[config.mk]
export PLATFORM = sky130hd
export DESIGN_NAME = route_path_length_top
export DESIGN_NICKNAME = d
export VERILOG_FILES = /design/src/rtl/rpl_pkg.sv /design/src/rtl/rpl_hyp.sv /design/src/rtl/route_path_length_top.sv
export SDC_FILE = /design/constraint.sdc
export NUM_CORES = 1
export LEC_CHECK = 0
export ABC_CLOCK_PERIOD_IN_PS = 11950
export BUFFER_PORTS_ARGS = -buffer_cell sky130_fd_sc_hd__buf_4
export CAP_MARGIN = 40
export CORE_UTILIZATION = 60
export CTS_BUF_LIST = sky130_fd_sc_hd__clkbuf_8
export CTS_CLUSTER_DIAMETER = 30
export DETAILED_ROUTE_END_ITERATION = 6
export PLACE_DENSITY = 0.78
export SKIP_CTS_REPAIR_TIMING = 1
export SLEW_MARGIN = 20
export SYNTH_ARGS = -nofsm -noshare
export SYNTH_HDL_FRONTEND = slang
export SYNTH_SLANG_ARGS = --single-unit
[constraint.sdc]
create_clock -name clk -period 11.95 [get_ports clk]
set_input_delay 0.5975 -clock clk [delete_from_list [all_inputs] [get_ports clk]]
set_output_delay 0.5975 -clock clk [all_outputs]
set_load 0.005 [all_outputs]
[src/rtl/rpl_pkg.sv]
package rpl_pkg;

	localparam int ID_W  = 16;
	localparam int OUT_W = 32;

	typedef enum logic [2:0] {
		ST_IDLE = 3'b001,
		ST_CALC = 3'b010,
		ST_POST = 3'b100
	} top_state_t;

	typedef enum logic [3:0] {
		H_IDLE = 4'b0001,
		H_SQA  = 4'b0010,
		H_SQB  = 4'b0100,
		H_ROOT = 4'b1000
	} hyp_state_t;

endpackage

[src/rtl/rpl_hyp.sv]
module rpl_hyp #(
	parameter int COORD_BITS = 16
) (
	input  logic                  clk,
	input  logic                  arst_n,
	input  logic                  start,
	input  logic [COORD_BITS-1:0] a,
	input  logic [COORD_BITS-1:0] b,
	output logic                  done,
	output logic [COORD_BITS:0]   root
);

	localparam int RADW = 2 * COORD_BITS + 2;
	localparam int RW   = COORD_BITS + 4;
	localparam int CW   = $clog2(COORD_BITS + 1);

	rpl_pkg::hyp_state_t state_q;

	logic [COORD_BITS-1:0]   a_q, b_q;
	logic [COORD_BITS-1:0]   mul_op;
	logic [2*COORD_BITS-1:0] prod;
	logic [RADW-1:0]         rad_q;
	logic [RW-1:0]           rem_q, rem_sh, trial;
	logic [COORD_BITS:0]     root_q;
	logic [CW-1:0]           cnt_q;
	logic                    done_q;
	logic                    fits;

	// shared multiplier: squares a, then b
	assign mul_op = (state_q == rpl_pkg::H_SQA) ? a_q : b_q;
	assign prod   = mul_op * mul_op;

	// one result bit per cycle, two radicand bits brought down
	assign rem_sh = {rem_q[RW-3:0], rad_q[RADW-1 -: 2]};
	assign trial  = RW'({root_q, 2'b01});
	assign fits   = rem_sh >= trial;

	always_ff @(posedge clk or negedge arst_n) begin
		if (!arst_n) begin
			state_q <= rpl_pkg::H_IDLE;
			done_q  <= 1'b0;
			cnt_q   <= '0;
		end else begin
			done_q <= 1'b0;
			case (state_q)
				rpl_pkg::H_IDLE: begin
					if (start) state_q <= rpl_pkg::H_SQA;
				end
				rpl_pkg::H_SQA: state_q <= rpl_pkg::H_SQB;
				rpl_pkg::H_SQB: begin
					cnt_q   <= '0;
					state_q <= rpl_pkg::H_ROOT;
				end
				rpl_pkg::H_ROOT: begin
					cnt_q <= cnt_q + CW'(1);
					if (cnt_q == CW'(COORD_BITS)) begin
						done_q  <= 1'b1;
						state_q <= rpl_pkg::H_IDLE;
					end
				end
				default: state_q <= rpl_pkg::H_IDLE;
			endcase
		end
	end

	always_ff @(posedge clk) begin
		case (state_q)
			rpl_pkg::H_IDLE: begin
				if (start) begin
					a_q <= a;
					b_q <= b;
				end
			end
			rpl_pkg::H_SQA: rad_q <= RADW'(prod);
			rpl_pkg::H_SQB: begin
				rad_q  <= rad_q + RADW'(prod);
				rem_q  <= '0;
				root_q <= '0;
			end
			rpl_pkg::H_ROOT: begin
				rad_q  <= {rad_q[RADW-3:0], 2'b00};
				rem_q  <= fits ? rem_sh - trial : rem_sh;
				root_q <= {root_q[COORD_BITS-1:0], fits};
			end
			default: ;
		endcase
	end

	assign done = done_q;
	assign root = root_q;

endmodule

[src/rtl/route_path_length_top.sv]
// channel  dir  handshake          tdata (low bit up)              tuser      tlast
// s_*      in   s_tvalid/s_tready  point_id, pos_x, pos_y          route_end  set_end
// m_*      out  m_tvalid/m_tready  total_length                    -          -
//
// A point that adds a distance goes through two squares on one multiplier, then one
// root bit per cycle in the shift-subtract unit; any other word skips that unit.
// s_tready is low while a word is in work. A set-end word waits until the output
// register is free. Reset clears total, previous point and output valid.
module route_path_length_top #(
	parameter int COORD_BITS = 16,
	parameter int SUM_BITS   = 32
) (
	input  logic                    clk,
	input  logic                    arst_n,
	input  logic                    s_tvalid,
	output logic                    s_tready,
	// point_id, pos_x, pos_y, zero fill
	input  logic [((rpl_pkg::ID_W + 2 * COORD_BITS + 7) / 8) * 8 - 1:0] s_tdata,
	// route_end
	input  logic                    s_tuser,
	input  logic                    s_tlast,
	output logic                    m_tvalid,
	input  logic                    m_tready,
	// total_length
	output logic [rpl_pkg::OUT_W-1:0] m_tdata
);

	localparam int DW = COORD_BITS + 1;
	localparam int AW = ((SUM_BITS > DW) ? SUM_BITS : DW) + 1;
	localparam logic [SUM_BITS-1:0] SUM_MAX = {SUM_BITS{1'b1}};
	localparam logic [COORD_BITS-1:0] SIGN_BIT = {1'b1, {(COORD_BITS - 1){1'b0}}};

	rpl_pkg::top_state_t state_q;

	logic [rpl_pkg::ID_W-1:0] in_id;
	logic [COORD_BITS-1:0]    in_x, in_y, bx, by, bpx, bpy, dx, dy;
	logic                     accept, need_dist, out_free, emit;
	logic                     hyp_done;
	logic [DW-1:0]            hyp_root;
	logic [AW-1:0]            sum_next;

	logic [COORD_BITS-1:0]    prev_x_q, prev_y_q, x_q, y_q;
	logic                     have_prev_q, id_nz_q, rend_q, send_q, m_tvalid_q;
	logic [SUM_BITS-1:0]      sum_q;
	logic [rpl_pkg::OUT_W-1:0] m_tdata_q;

	assign in_id = s_tdata[rpl_pkg::ID_W-1:0];
	assign in_x  = s_tdata[rpl_pkg::ID_W +: COORD_BITS];
	assign in_y  = s_tdata[rpl_pkg::ID_W + COORD_BITS +: COORD_BITS];

	// offset binary keeps signed order
	assign bx  = in_x ^ SIGN_BIT;
	assign by  = in_y ^ SIGN_BIT;
	assign bpx = prev_x_q ^ SIGN_BIT;
	assign bpy = prev_y_q ^ SIGN_BIT;
	assign dx  = (bx > bpx) ? bx - bpx : bpx - bx;
	assign dy  = (by > bpy) ? by - bpy : bpy - by;

	assign s_tready  = (state_q == rpl_pkg::ST_IDLE);
	assign accept    = s_tvalid && s_tready;
	assign need_dist = (in_id != '0) && have_prev_q;
	assign out_free  = !m_tvalid_q || m_tready;
	assign emit      = (state_q == rpl_pkg::ST_POST) && send_q && out_free;
	assign sum_next  = AW'(sum_q) + AW'(hyp_root);

	rpl_hyp #(
		.COORD_BITS(COORD_BITS)
	) u_hyp (
		.clk   (clk),
		.arst_n(arst_n),
		.start (accept && need_dist),
		.a     (dx),
		.b     (dy),
		.done  (hyp_done),
		.root  (hyp_root)
	);

	always_ff @(posedge clk or negedge arst_n) begin
		if (!arst_n) begin
			state_q     <= rpl_pkg::ST_IDLE;
			prev_x_q    <= '0;
			prev_y_q    <= '0;
			have_prev_q <= 1'b0;
			sum_q       <= '0;
			m_tvalid_q  <= 1'b0;
		end else begin
			if (emit) m_tvalid_q <= 1'b1;
			else if (m_tready) m_tvalid_q <= 1'b0;
			case (state_q)
				rpl_pkg::ST_IDLE: begin
					if (accept) state_q <= need_dist ? rpl_pkg::ST_CALC : rpl_pkg::ST_POST;
				end
				rpl_pkg::ST_CALC: begin
					if (hyp_done) begin
						// saturate the running total
						if (sum_next > AW'(SUM_MAX)) sum_q <= SUM_MAX;
						else sum_q <= sum_next[SUM_BITS-1:0];
						state_q <= rpl_pkg::ST_POST;
					end
				end
				rpl_pkg::ST_POST: begin
					if (!send_q || out_free) begin
						if (id_nz_q) begin
							prev_x_q <= x_q;
							prev_y_q <= y_q;
						end
						have_prev_q <= (id_nz_q || have_prev_q) && !rend_q && !send_q;
						if (send_q) sum_q <= '0;
						state_q <= rpl_pkg::ST_IDLE;
					end
				end
				default: state_q <= rpl_pkg::ST_IDLE;
			endcase
		end
	end

	always_ff @(posedge clk) begin
		if (accept) begin
			id_nz_q <= (in_id != '0);
			x_q     <= in_x;
			y_q     <= in_y;
			rend_q  <= s_tuser;
			send_q  <= s_tlast;
		end
		if (emit) m_tdata_q <= rpl_pkg::OUT_W'(sum_q);
	end

	assign m_tvalid = m_tvalid_q;
	assign m_tdata  = m_tdata_q;

endmodule

# Yosys cells after proc, flatten, opt, wreduce, memory -nomap -nowiden
# Index checks and enable logic that the tools add are counted.
dict set report totals {
  register_bits 247
  input_bits 54
  out_inout_bits 34
  word_cells 100
}
dict set report op_classes {
  add_sub_neg 8
  multipliers 1
  order_cmp 4
  eq_ne 14
  mux 25
  bitwise_logic 4
  reduce_logical 24
}
# operator count
set op_table {}
lappend op_table {{32-bit two-way mux} 4}
lappend op_table {{34-bit case mux with 3 select lines} 1}
lappend op_table {{32-bit case mux with 2 select lines} 1}
lappend op_table {{16-bit subtractor} 4}
lappend op_table {{16-bit two-way mux} 3}
lappend op_table {{18-bit case mux with 2 select lines} 1}
lappend op_table {{34-bit by 32-bit adder with 34-bit output} 1}
lappend op_table {{17-bit case mux with 2 select lines} 1}
lappend op_table {{32-bit by 17-bit adder with 33-bit output} 1}
lappend op_table {{33-bit by 32-bit > comparator with 1-bit output, second input constant} 1}
lappend op_table {{16-bit > comparator} 2}
lappend op_table {{16-bit by 16-bit multiplier with 32-bit output} 1}
lappend op_table {{20-bit by 19-bit >= comparator with 1-bit output} 1}
lappend op_table {{18-bit two-way mux} 1}
lappend op_table {{18-bit subtractor} 1}
lappend op_table {{4-bit case mux with 4 select lines} 1}
lappend op_table {{16-bit nonzero test} 1}
lappend op_table {{3-bit two-way mux} 4}
lappend op_table {{2-bit by 1-bit inequality test with 1-bit output, second input constant} 5}
lappend op_table {{5-bit case mux with 2 select lines} 1}
lappend op_table {{3-bit case mux with 3 select lines} 1}
lappend op_table {{4-bit two-way mux} 2}
lappend op_table {{1-bit logical AND} 7}
lappend op_table {{2-bit AND reduction} 3}
lappend op_table {{other kinds (18)} 31}

# Longest topological paths before layout
# Gate-level depths: netlist of run 1.
dict set report logic_depth {
  ltp_word 5
  ltp_mapped 39
  mapped_depth_nobuf 37
}

# Hierarchy
# Synthesis of run 1 repeated with hierarchy kept, for this count alone.
dict set report unflattened {
  hier_cells 2408
  area_unflattened_um2 23242.3
}
# mod n_inst cells_per_inst area_per_inst_um2 seq_area_each_um2
set modules_own_cells {}
lappend modules_own_cells {rpl_hyp 1 1493 14256.2 3284.4}
lappend modules_own_cells {route_path_length_top 1 915 8986.1 3739.8}

# Worst setup path before layout of run 1
# OpenSTA, ideal clock, no wires.
dict set report synth_path {
  kind {reg-to-reg}
  start {reg u_hyp.state_q[2]}
  end {reg u_hyp.rad_q[30] (data pin)}
  setup_time_ns 0.298
  arrival_time_ns 8.862
  slack_ns 2.790
  path_stages_with_launch 39
  path_buffers 3
  path_cell_list {dfrtp_1 or2_2 nor3b_2 buf_2 mux2_2 inv_1 clkbuf_1 nor2_1 fa_1 inv_1 fa_1 inv_1 fa_1 inv_1 fa_1 inv_1 fa_1 inv_1 [3 not listed] a21oi_1 o21ai_0 a31o_2 a31o_4 a21o_1 a21oi_1 xnor2_1 ha_1 clkbuf_2 nand3_1 nor3_1 nand3_1 o31ai_1 o31ai_2 o21ai_2 nand3_1 mux2_2 o221ai_1}
}
dict set report synth_via {
  elab_chain_len 5
  word_cells_on_any_way 7
  classes_between {add/sub: 1; mul: 1; eq/ne: 3; mux: 2}
}
# item line
set synth_rtl {}
lappend synth_rtl {{from (decl)} rpl_hyp.sv:17} ;# rpl_pkg::hyp_state_t state_q;
lappend synth_rtl {{from (signal assigned)} rpl_hyp.sv:40} ;# state_q <= rpl_pkg::H_IDLE;
lappend synth_rtl {{from (signal assigned)} rpl_hyp.sv:47} ;# if (start) state_q <= rpl_pkg::H_SQA;
lappend synth_rtl {{from (signal assigned)} rpl_hyp.sv:49} ;# rpl_pkg::H_SQA: state_q <= rpl_pkg::H_SQB;
lappend synth_rtl {{4-bit by 2-bit == test with 1-bit output} {rpl_hyp.sv:30, rpl_hyp.sv:67}}
lappend synth_rtl {{16-bit two-way mux} rpl_hyp.sv:30} ;# assign mul_op = (state_q == rpl_pkg::H_SQA) ? a_q : b_q;
lappend synth_rtl {{16-bit by 16-bit multiplier with 32-bit output} rpl_hyp.sv:31} ;# assign prod = mul_op * mul_op;
lappend synth_rtl {{34-bit by 32-bit adder with 34-bit output} rpl_hyp.sv:76} ;# rad_q <= rad_q + RADW'(prod);
lappend synth_rtl {{34-bit case mux with 3 select lines (*)} rpl_hyp.sv:67} ;# case (state_q)
lappend synth_rtl {{to (signal assigned)} rpl_hyp.sv:74} ;# rpl_pkg::H_SQA: rad_q <= RADW'(prod);
lappend synth_rtl {{to (signal assigned)} rpl_hyp.sv:76}
lappend synth_rtl {{to (signal assigned)} rpl_hyp.sv:81} ;# rad_q <= {rad_q[RADW-3:0], 2'b00};
lappend synth_rtl {{to (decl)} rpl_hyp.sv:22} ;# logic [RADW-1:0] rad_q;
# Every way passes the cells marked *; elsewhere a longest branch is shown, timed or not.
# A chain may end at the register's enable or synchronous reset.

# Worst setup path after layout of run 1
# Ends and elaborated chain as after synthesis.

==> metrics, run 1 <==
Slew Limit Fails 0; number of distinct library cells after synthesis 86; DR DRC count 0; Cell Rows between 70 and 80; Critical Path Start Type flip-flop; grt met2 use 0.4861; initial antenna violation count 0; Hold Crit Class input pin to flip-flop; adder-cell share of the synthesized area 0.2719; DR pass1 iterations 5; routability cong. ~0.96; Worst path most repeated cell inv_1; clk slew on worst S/H paths 0.07 ns; Tmin final approximately 11 ns; Clock Latency Late Sink around 0.64 ns; multiplexer area fraction after synthesis 0.03850; Post-synth ARST share 0.3198; Core Area around 0.038 sq mm; total CTS buffers 55; clock sink total 247; Yosys warnings 0; Syn-to-layout area delta 10.80%; Die Ht 197 microns; kind of critical path flip-flop to flip-flop; die area between 0.03 and 0.04 sq mm; Setup crit end kind flip-flop; Bufs on Longest Clock Path 3; Slew HR 0.4367; Syn Area/Cell ~9.7 sq um; wirelength, routed roughly 54000 microns; synthesized area approximately 0.023 sq mm; final setup violation count 0; slowest CP cell mux2i_1; die width about 200 microns; status finished, final reports clean; largest family of logic cells by synthesized area adder cells; MaxCap Viol Count 0; H-tree lvl count 2; crit path max fanout 12; grt peak-use layer met2; most frequent cells in the layout 338 x inv_1, 231 x ha_1, 206 x nor2_1, 168 x edfxtp_1, 165 x fa_1; CTS tree done; routed length per instance 17.95 microns; period utilisation layout 0.8975; Worst Path Buf+Inv 9; gr usage total 0.2851; unrepaired setup endpoints after global routing false; EDFF count, synth roughly 170; GRT met1 Usage 0.3624; first-pass GRT wire length 88360 microns; # IOs about 90; Final ANT Viol Nets 0; Post-Synthesis Cells between 2000 and 2500; Syn Nets 2793; Setup TNS Final 0 ns; delay-heaviest family, CP adder cells; slowest stage delay, CP around 0.65 ns; vias in the first global route between 15000 and 20000; clk_skew between 0.04 and 0.05 ns; Synth Area in Simple Gates 0.1129; sequential element share of the synthesized area 0.3079; Antenna diodes 0; vias around 18000; share of layout cells above drive strength 1 0.1171; CTS Root Cell clkbuf_8; Detailed Route Iter0 Violations 1147; worst slew pin tran ~0.83 ns; max frequency slightly above 0.09 GHz; global routing usage on met3 0.04603; largest net degree at the start of global routing 58; Synth Area in Compound Gates 0.1544; starting density of the core 0.6072; FF+latch count, synth 247; Nets ~2900; final hold violations 0; core utilization of the finished layout 0.6728; xor-xnor portion of the synthesized cell area 0.04530; most common cell after layout, fill and taps aside inv_1; grt total ovfl 0; port bufs 87; CP Data Required Time ~12 ns; Synth Flop Type edfxtp_1; Filler Cells Inserted 2902; DP HPWL 41580 microns; Via density just under 6; Worst EP arrival 11.06 ns
-- worst register-to-register path, delay by kind of cell (launching register included) --
family / cells / cell delay (ns)
AOI/OAI and AO/OA: 10 / 1.97
muxes: 2 / 0.89
xor gates and xnor gates: 1 / 0.12
buffers and inverters: 9 / 1.30
and+or+nand+nor: 7 / 1.98
DFF: 1 / 0.43
adders and majority gates: 8 / 3.74
-- sequential cells by signal, indices dropped and copies added, names as in the netlist, 3 cells and up --
signal	flops
m_tdata	32
u_hyp.state_q	4
sum_q	32
y_q	16
state_q	3
u_hyp.rad_q	34
u_hyp.b_q	16
x_q	16
u_hyp.a_q	16
prev_x_q	16
u_hyp.root	17
prev_y_q	16
u_hyp.cnt_q	5
u_hyp.rem_q	18
-- final cells by class --
class,count,area (sq um),share of cell area
clock buffer,57,784.5,0.03103
sequential,247,7024,0.2779
clock inverter,44,447.9,0.01772
inverter,336,1261,0.04989
tap,511,639.4,0.02529
timing repair buffer,113,875.8,0.03464
multi-input combinational,1689,14250,0.5636
-- layer usage --
metal	vias to the layer above	routed length, microns
li1	8326	-
met1	8593	22500
met2	580	26320
met3	138	3081
met4	0	1888
met5	-	0
-- path summary, 6_finish.rpt --
path | from | endpoint | slack [ns] | cells after the start
worst max-delay path | u_hyp.state_q[2] | u_hyp.rad_q[30] | 1.22 | 37
worst min-delay path | s_tdata[47] | y_q[15] | 0.15 | 1
worst max register to register | u_hyp.state_q[2] | u_hyp.rad_q[30] | 1.22 | 37
worst min register to register | rend_q | have_prev_q | 0.45 | 1
max in group asynchronous | arst_n | state_q[0] | 10.73 | 4
min in group asynchronous | arst_n | prev_x_q[6] | 0.40 | 2
-- Yosys cell counts, types with 5 or more instances --
master       n  area (sq um)
mux2i_1     36         360.4
fa_1       165          3303
nand3_1     41         205.2
a21o_1      41         307.8
buf_4        5         37.54
edfxtp_1   168          5045
nand3b_1     7         52.55
o21a_1      35         262.8
o22ai_1      5         31.28
xor2_1      43         376.6
o211ai_1     7         52.55
buf_2       12         60.06
mux2_2      44         495.5
nor2b_1     21         131.4
nor2_1     207         777.0
inv_1      332          1246
xnor2_1     75         656.9
nand2_1    162         608.1
a221o_1     11         110.1
a211o_1      5         43.79
a21oi_1    126         630.6
clkbuf_1    47         176.4
nor4_1       8         50.05
nand2b_1    20         125.1
nor3_1      30         150.1
o21bai_1    17         127.6
o21ai_1      8         40.04
a211oi_1    22         165.2
a22oi_1     26         195.2
or3_1       10         62.56
and2_1      12         75.07
and3_1      13         81.33
o31ai_1      8         60.06
nand4_1     17         106.4
a31oi_1     22         137.6
a2111oi_0    7         61.31
ha_1       231          2890
a41oi_1      8         70.07
o21ai_0    118         590.6
dfrtp_1     77          1927
a31o_2       5         43.79
-- stage by stage --
stage	hold slack, ns	std cells	worst slack (ns)	area, sq um
floorplan	0.3019	2343	2.790	22820
finish	0.1527	2997	1.224	25280
detailed placement	0.4459	2892	1.348	24000
global placement	0.4361	2889	1.702	23960
CTS	-0.1910	2993	1.287	25230
global route	0.1097	2997	0.6038	25280
-- logic make-up after synthesis --
family	Yosys count
AND/OR/NAND/NOR	565
AO/OA/AOI/OAI	528
buffers and inverters	407
adder cells (fa/ha/maj)	397
flip-flops	247
XOR/XNOR	118
multiplexers	81
Power of run 1 is not shown: default switching activity piles up to over one toggle a cycle in this logic, so the estimate is an artifact.
==> inputs of run 2 (changes only) <==
--- a/config.mk
+++ b/config.mk
@@ -5,14 +5,14 @@
 export SDC_FILE = /design/constraint.sdc
 export NUM_CORES = 1
 export LEC_CHECK = 0
-export ABC_CLOCK_PERIOD_IN_PS = 11950
+export ABC_CLOCK_PERIOD_IN_PS = 9720
 export BUFFER_PORTS_ARGS = -buffer_cell sky130_fd_sc_hd__buf_4
 export CAP_MARGIN = 40
-export CORE_UTILIZATION = 60
+export CORE_UTILIZATION = 59
 export CTS_BUF_LIST = sky130_fd_sc_hd__clkbuf_8
 export CTS_CLUSTER_DIAMETER = 30
 export DETAILED_ROUTE_END_ITERATION = 6
-export PLACE_DENSITY = 0.78
+export PLACE_DENSITY = 0.8
 export SKIP_CTS_REPAIR_TIMING = 1
 export SLEW_MARGIN = 20
 export SYNTH_ARGS = -nofsm -noshare
==> constraint.sdc (replaced) <==
create_clock -name clk -period 9.72 [get_ports clk]
set_input_delay 0.486 -clock clk [delete_from_list [all_inputs] [get_ports clk]]
set_output_delay 0.486 -clock clk [all_outputs]
set_load 0.005 [all_outputs]
==> run 2 against run 1 <==
  * Sequential cell count stayed put
  * Critical path depth unchanged
  * First-iteration DRC count fell by 1.0%
  * Die area up 1.7%
  * Hold slack lost 0.11 ns
  * Clock-buffer cell count up 4
  * Register-to-register slack worse by 0.81 ns
  * Via count down 0.43%
  * Core utilization grew 0.072 points
  * Final area up 0.82%
==> metrics, run 2 (synthesis gave the netlist of run 1 again) <==
Syn-to-layout area delta 11.71%; Via density 5.825 (-1.0%); Core Area 0.03784 sq mm (+0.71%); largest net degree at the start of global routing 61 (+5.2%); Hold Crit Class input pin to flip-flop; Cell Rows 71 (unchanged); max frequency 0.1075 GHz (+15%); Worst EP arrival 9.69 ns (-1.37 ns); slowest stage delay, CP 0.53 ns (-0.12 ns); die width 198.7 microns (+0.84%); kind of critical path flip-flop to flip-flop; vias 17560 (-0.43%); final hold violations 0 (unchanged); grt met2 use 0.4703 (-0.01572); Setup TNS Final 0 ns (unchanged); routed length per instance 17.60 microns (-2.0%); period utilisation layout 0.9569 (+0.05937); Setup crit end kind flip-flop; Bufs on Longest Clock Path 3 (unchanged); Critical Path Start Type flip-flop; worst slew pin tran 0.8337 ns (+0.005137 ns); Slew HR 0.4442 (+0.007504); Detailed Route Iter0 Violations 1135 (-1.0%); Top reg by flops u_hyp.rad_q; delay-heaviest family, CP adder cells; max reg flops 34 (unchanged); CTS Root Cell clkbuf_8; Final ANT Viol Nets 0 (unchanged); die area 0.03946 sq mm (+1.7%); GRT met1 Usage 0.3591 (-0.003298); Antenna diodes 0 (unchanged); share of layout cells above drive strength 1 0.1234 (+0.006347); port bufs 87 (unchanged); MaxCap Viol Count 0 (unchanged); routability cong. 0.9623 (-0.20%); Clock Latency Late Sink 0.64 ns (about the same); total CTS buffers 57 (+3.6%); slowest CP cell fa_1; first-pass GRT wire length 87940 microns (-0.48%); Die Ht 198.7 microns (+0.84%); # IOs 88 (unchanged); clock sink total 247 (unchanged); starting density of the core 0.6029 (-0.004276); H-tree lvl count 2 (unchanged); CTS tree done; vias in the first global route 17960 (+0.28%); gr usage total 0.2789 (-0.006214); clk slew on worst S/H paths 0.06 ns (about the same); DR DRC count 0 (unchanged); status finished, final reports clean; DP HPWL 40910 microns (-1.6%); Worst Path Buf+Inv 9 (unchanged); most frequent cells in the layout 340 x inv_1, 230 x ha_1, 206 x nor2_1, 168 x edfxtp_1, 165 x fa_1; CP Data Required Time 10.11 ns (-2.17 ns); most common cell after layout, fill and taps aside inv_1; final setup violation count 0 (unchanged); DR pass1 iterations 6 (+1); grt total ovfl 0 (unchanged); clk_skew 0.02974 ns (-0.01181 ns); grt peak-use layer met2; crit path max fanout 14 (+2); global routing usage on met3 0.04849 (+0.002461); initial antenna violation count 0 (unchanged); wirelength, routed 53050 microns (-1.4%); Nets 2906 (+0.48%); Tmin final 9.301 ns (-1.424 ns); Slew Limit Fails 0 (unchanged)
run 2: cell types whose count changed in the layout (fill, tap and decap cells not counted), sizes merged:
cell         before  now
clkbuf           58   61
clkinv           17   16
bufinv            6    8
dlygate4sd3       1    2
buf             111  123
inv             345  346
run 2: path summary, 6_finish.rpt:
| check | start | slack, ns | cells past startpoint | endpoint |
|---|---|---|---|---|
| worst max-delay path | u_hyp.state_q[3] | 0.42 | 37 | u_hyp.rad_q[29] |
| worst min-delay path | s_tdata[45] | 0.04 | 1 | y_q[13] |
| worst max register to register | u_hyp.state_q[3] | 0.42 | 37 | u_hyp.rad_q[29] |
| worst min register to register | y_q[4] | 0.47 | 1 | prev_y_q[4] |
| max in group asynchronous | arst_n | 8.63 | 4 | state_q[0] |
| min in group asynchronous | arst_n | 0.27 | 2 | prev_y_q[3] |
run 2: routing by layer:
layer	vias to the layer above	share of wire
met5	-	0
met4	0	0.029
met3	112	0.052
met2	553	0.49
met1	8530	0.43
li1	8366	-
run 2: final cells by class:
type / instances / area (sq um)
fill: 2944 / 12360
clock inverter: 46 / 462.9
tap: 511 / 639.4
clock buffer: 61 / 839.6
sequential: 247 / 7024
inverter: 336 / 1279
multi-input combinational: 1689 / 14260
timing repair buffer: 125 / 978.4
run 2: metrics by stage:
stage               instances  hold WS, ns  area [sq um]  worst slack, ns  utilization
floorplan                2343       0.1904         22820           0.5595            -
global placement         2899       0.3860         24030           0.4334       0.6350
detailed placement       2902       0.3880         24070           0.1983       0.6359
CTS                      3009      -0.3106         25370           0.2136       0.6703
global route             3015     0.002880         25490        -0.009997       0.6735
finish                   3015      0.04357         25490           0.4188       0.6735
run 2: worst register-to-register path: cells and delay by family (launching register included):
kind	cells	cell delay [ns]
buf+inv	9	0.84
compound gates	10	1.89
xor+xnor	2	0.28
simple gates	7	1.43
flops	1	0.40
mux	1	0.46
fa+ha+maj	8	3.78
Power of run 2 is left out for the same reason.
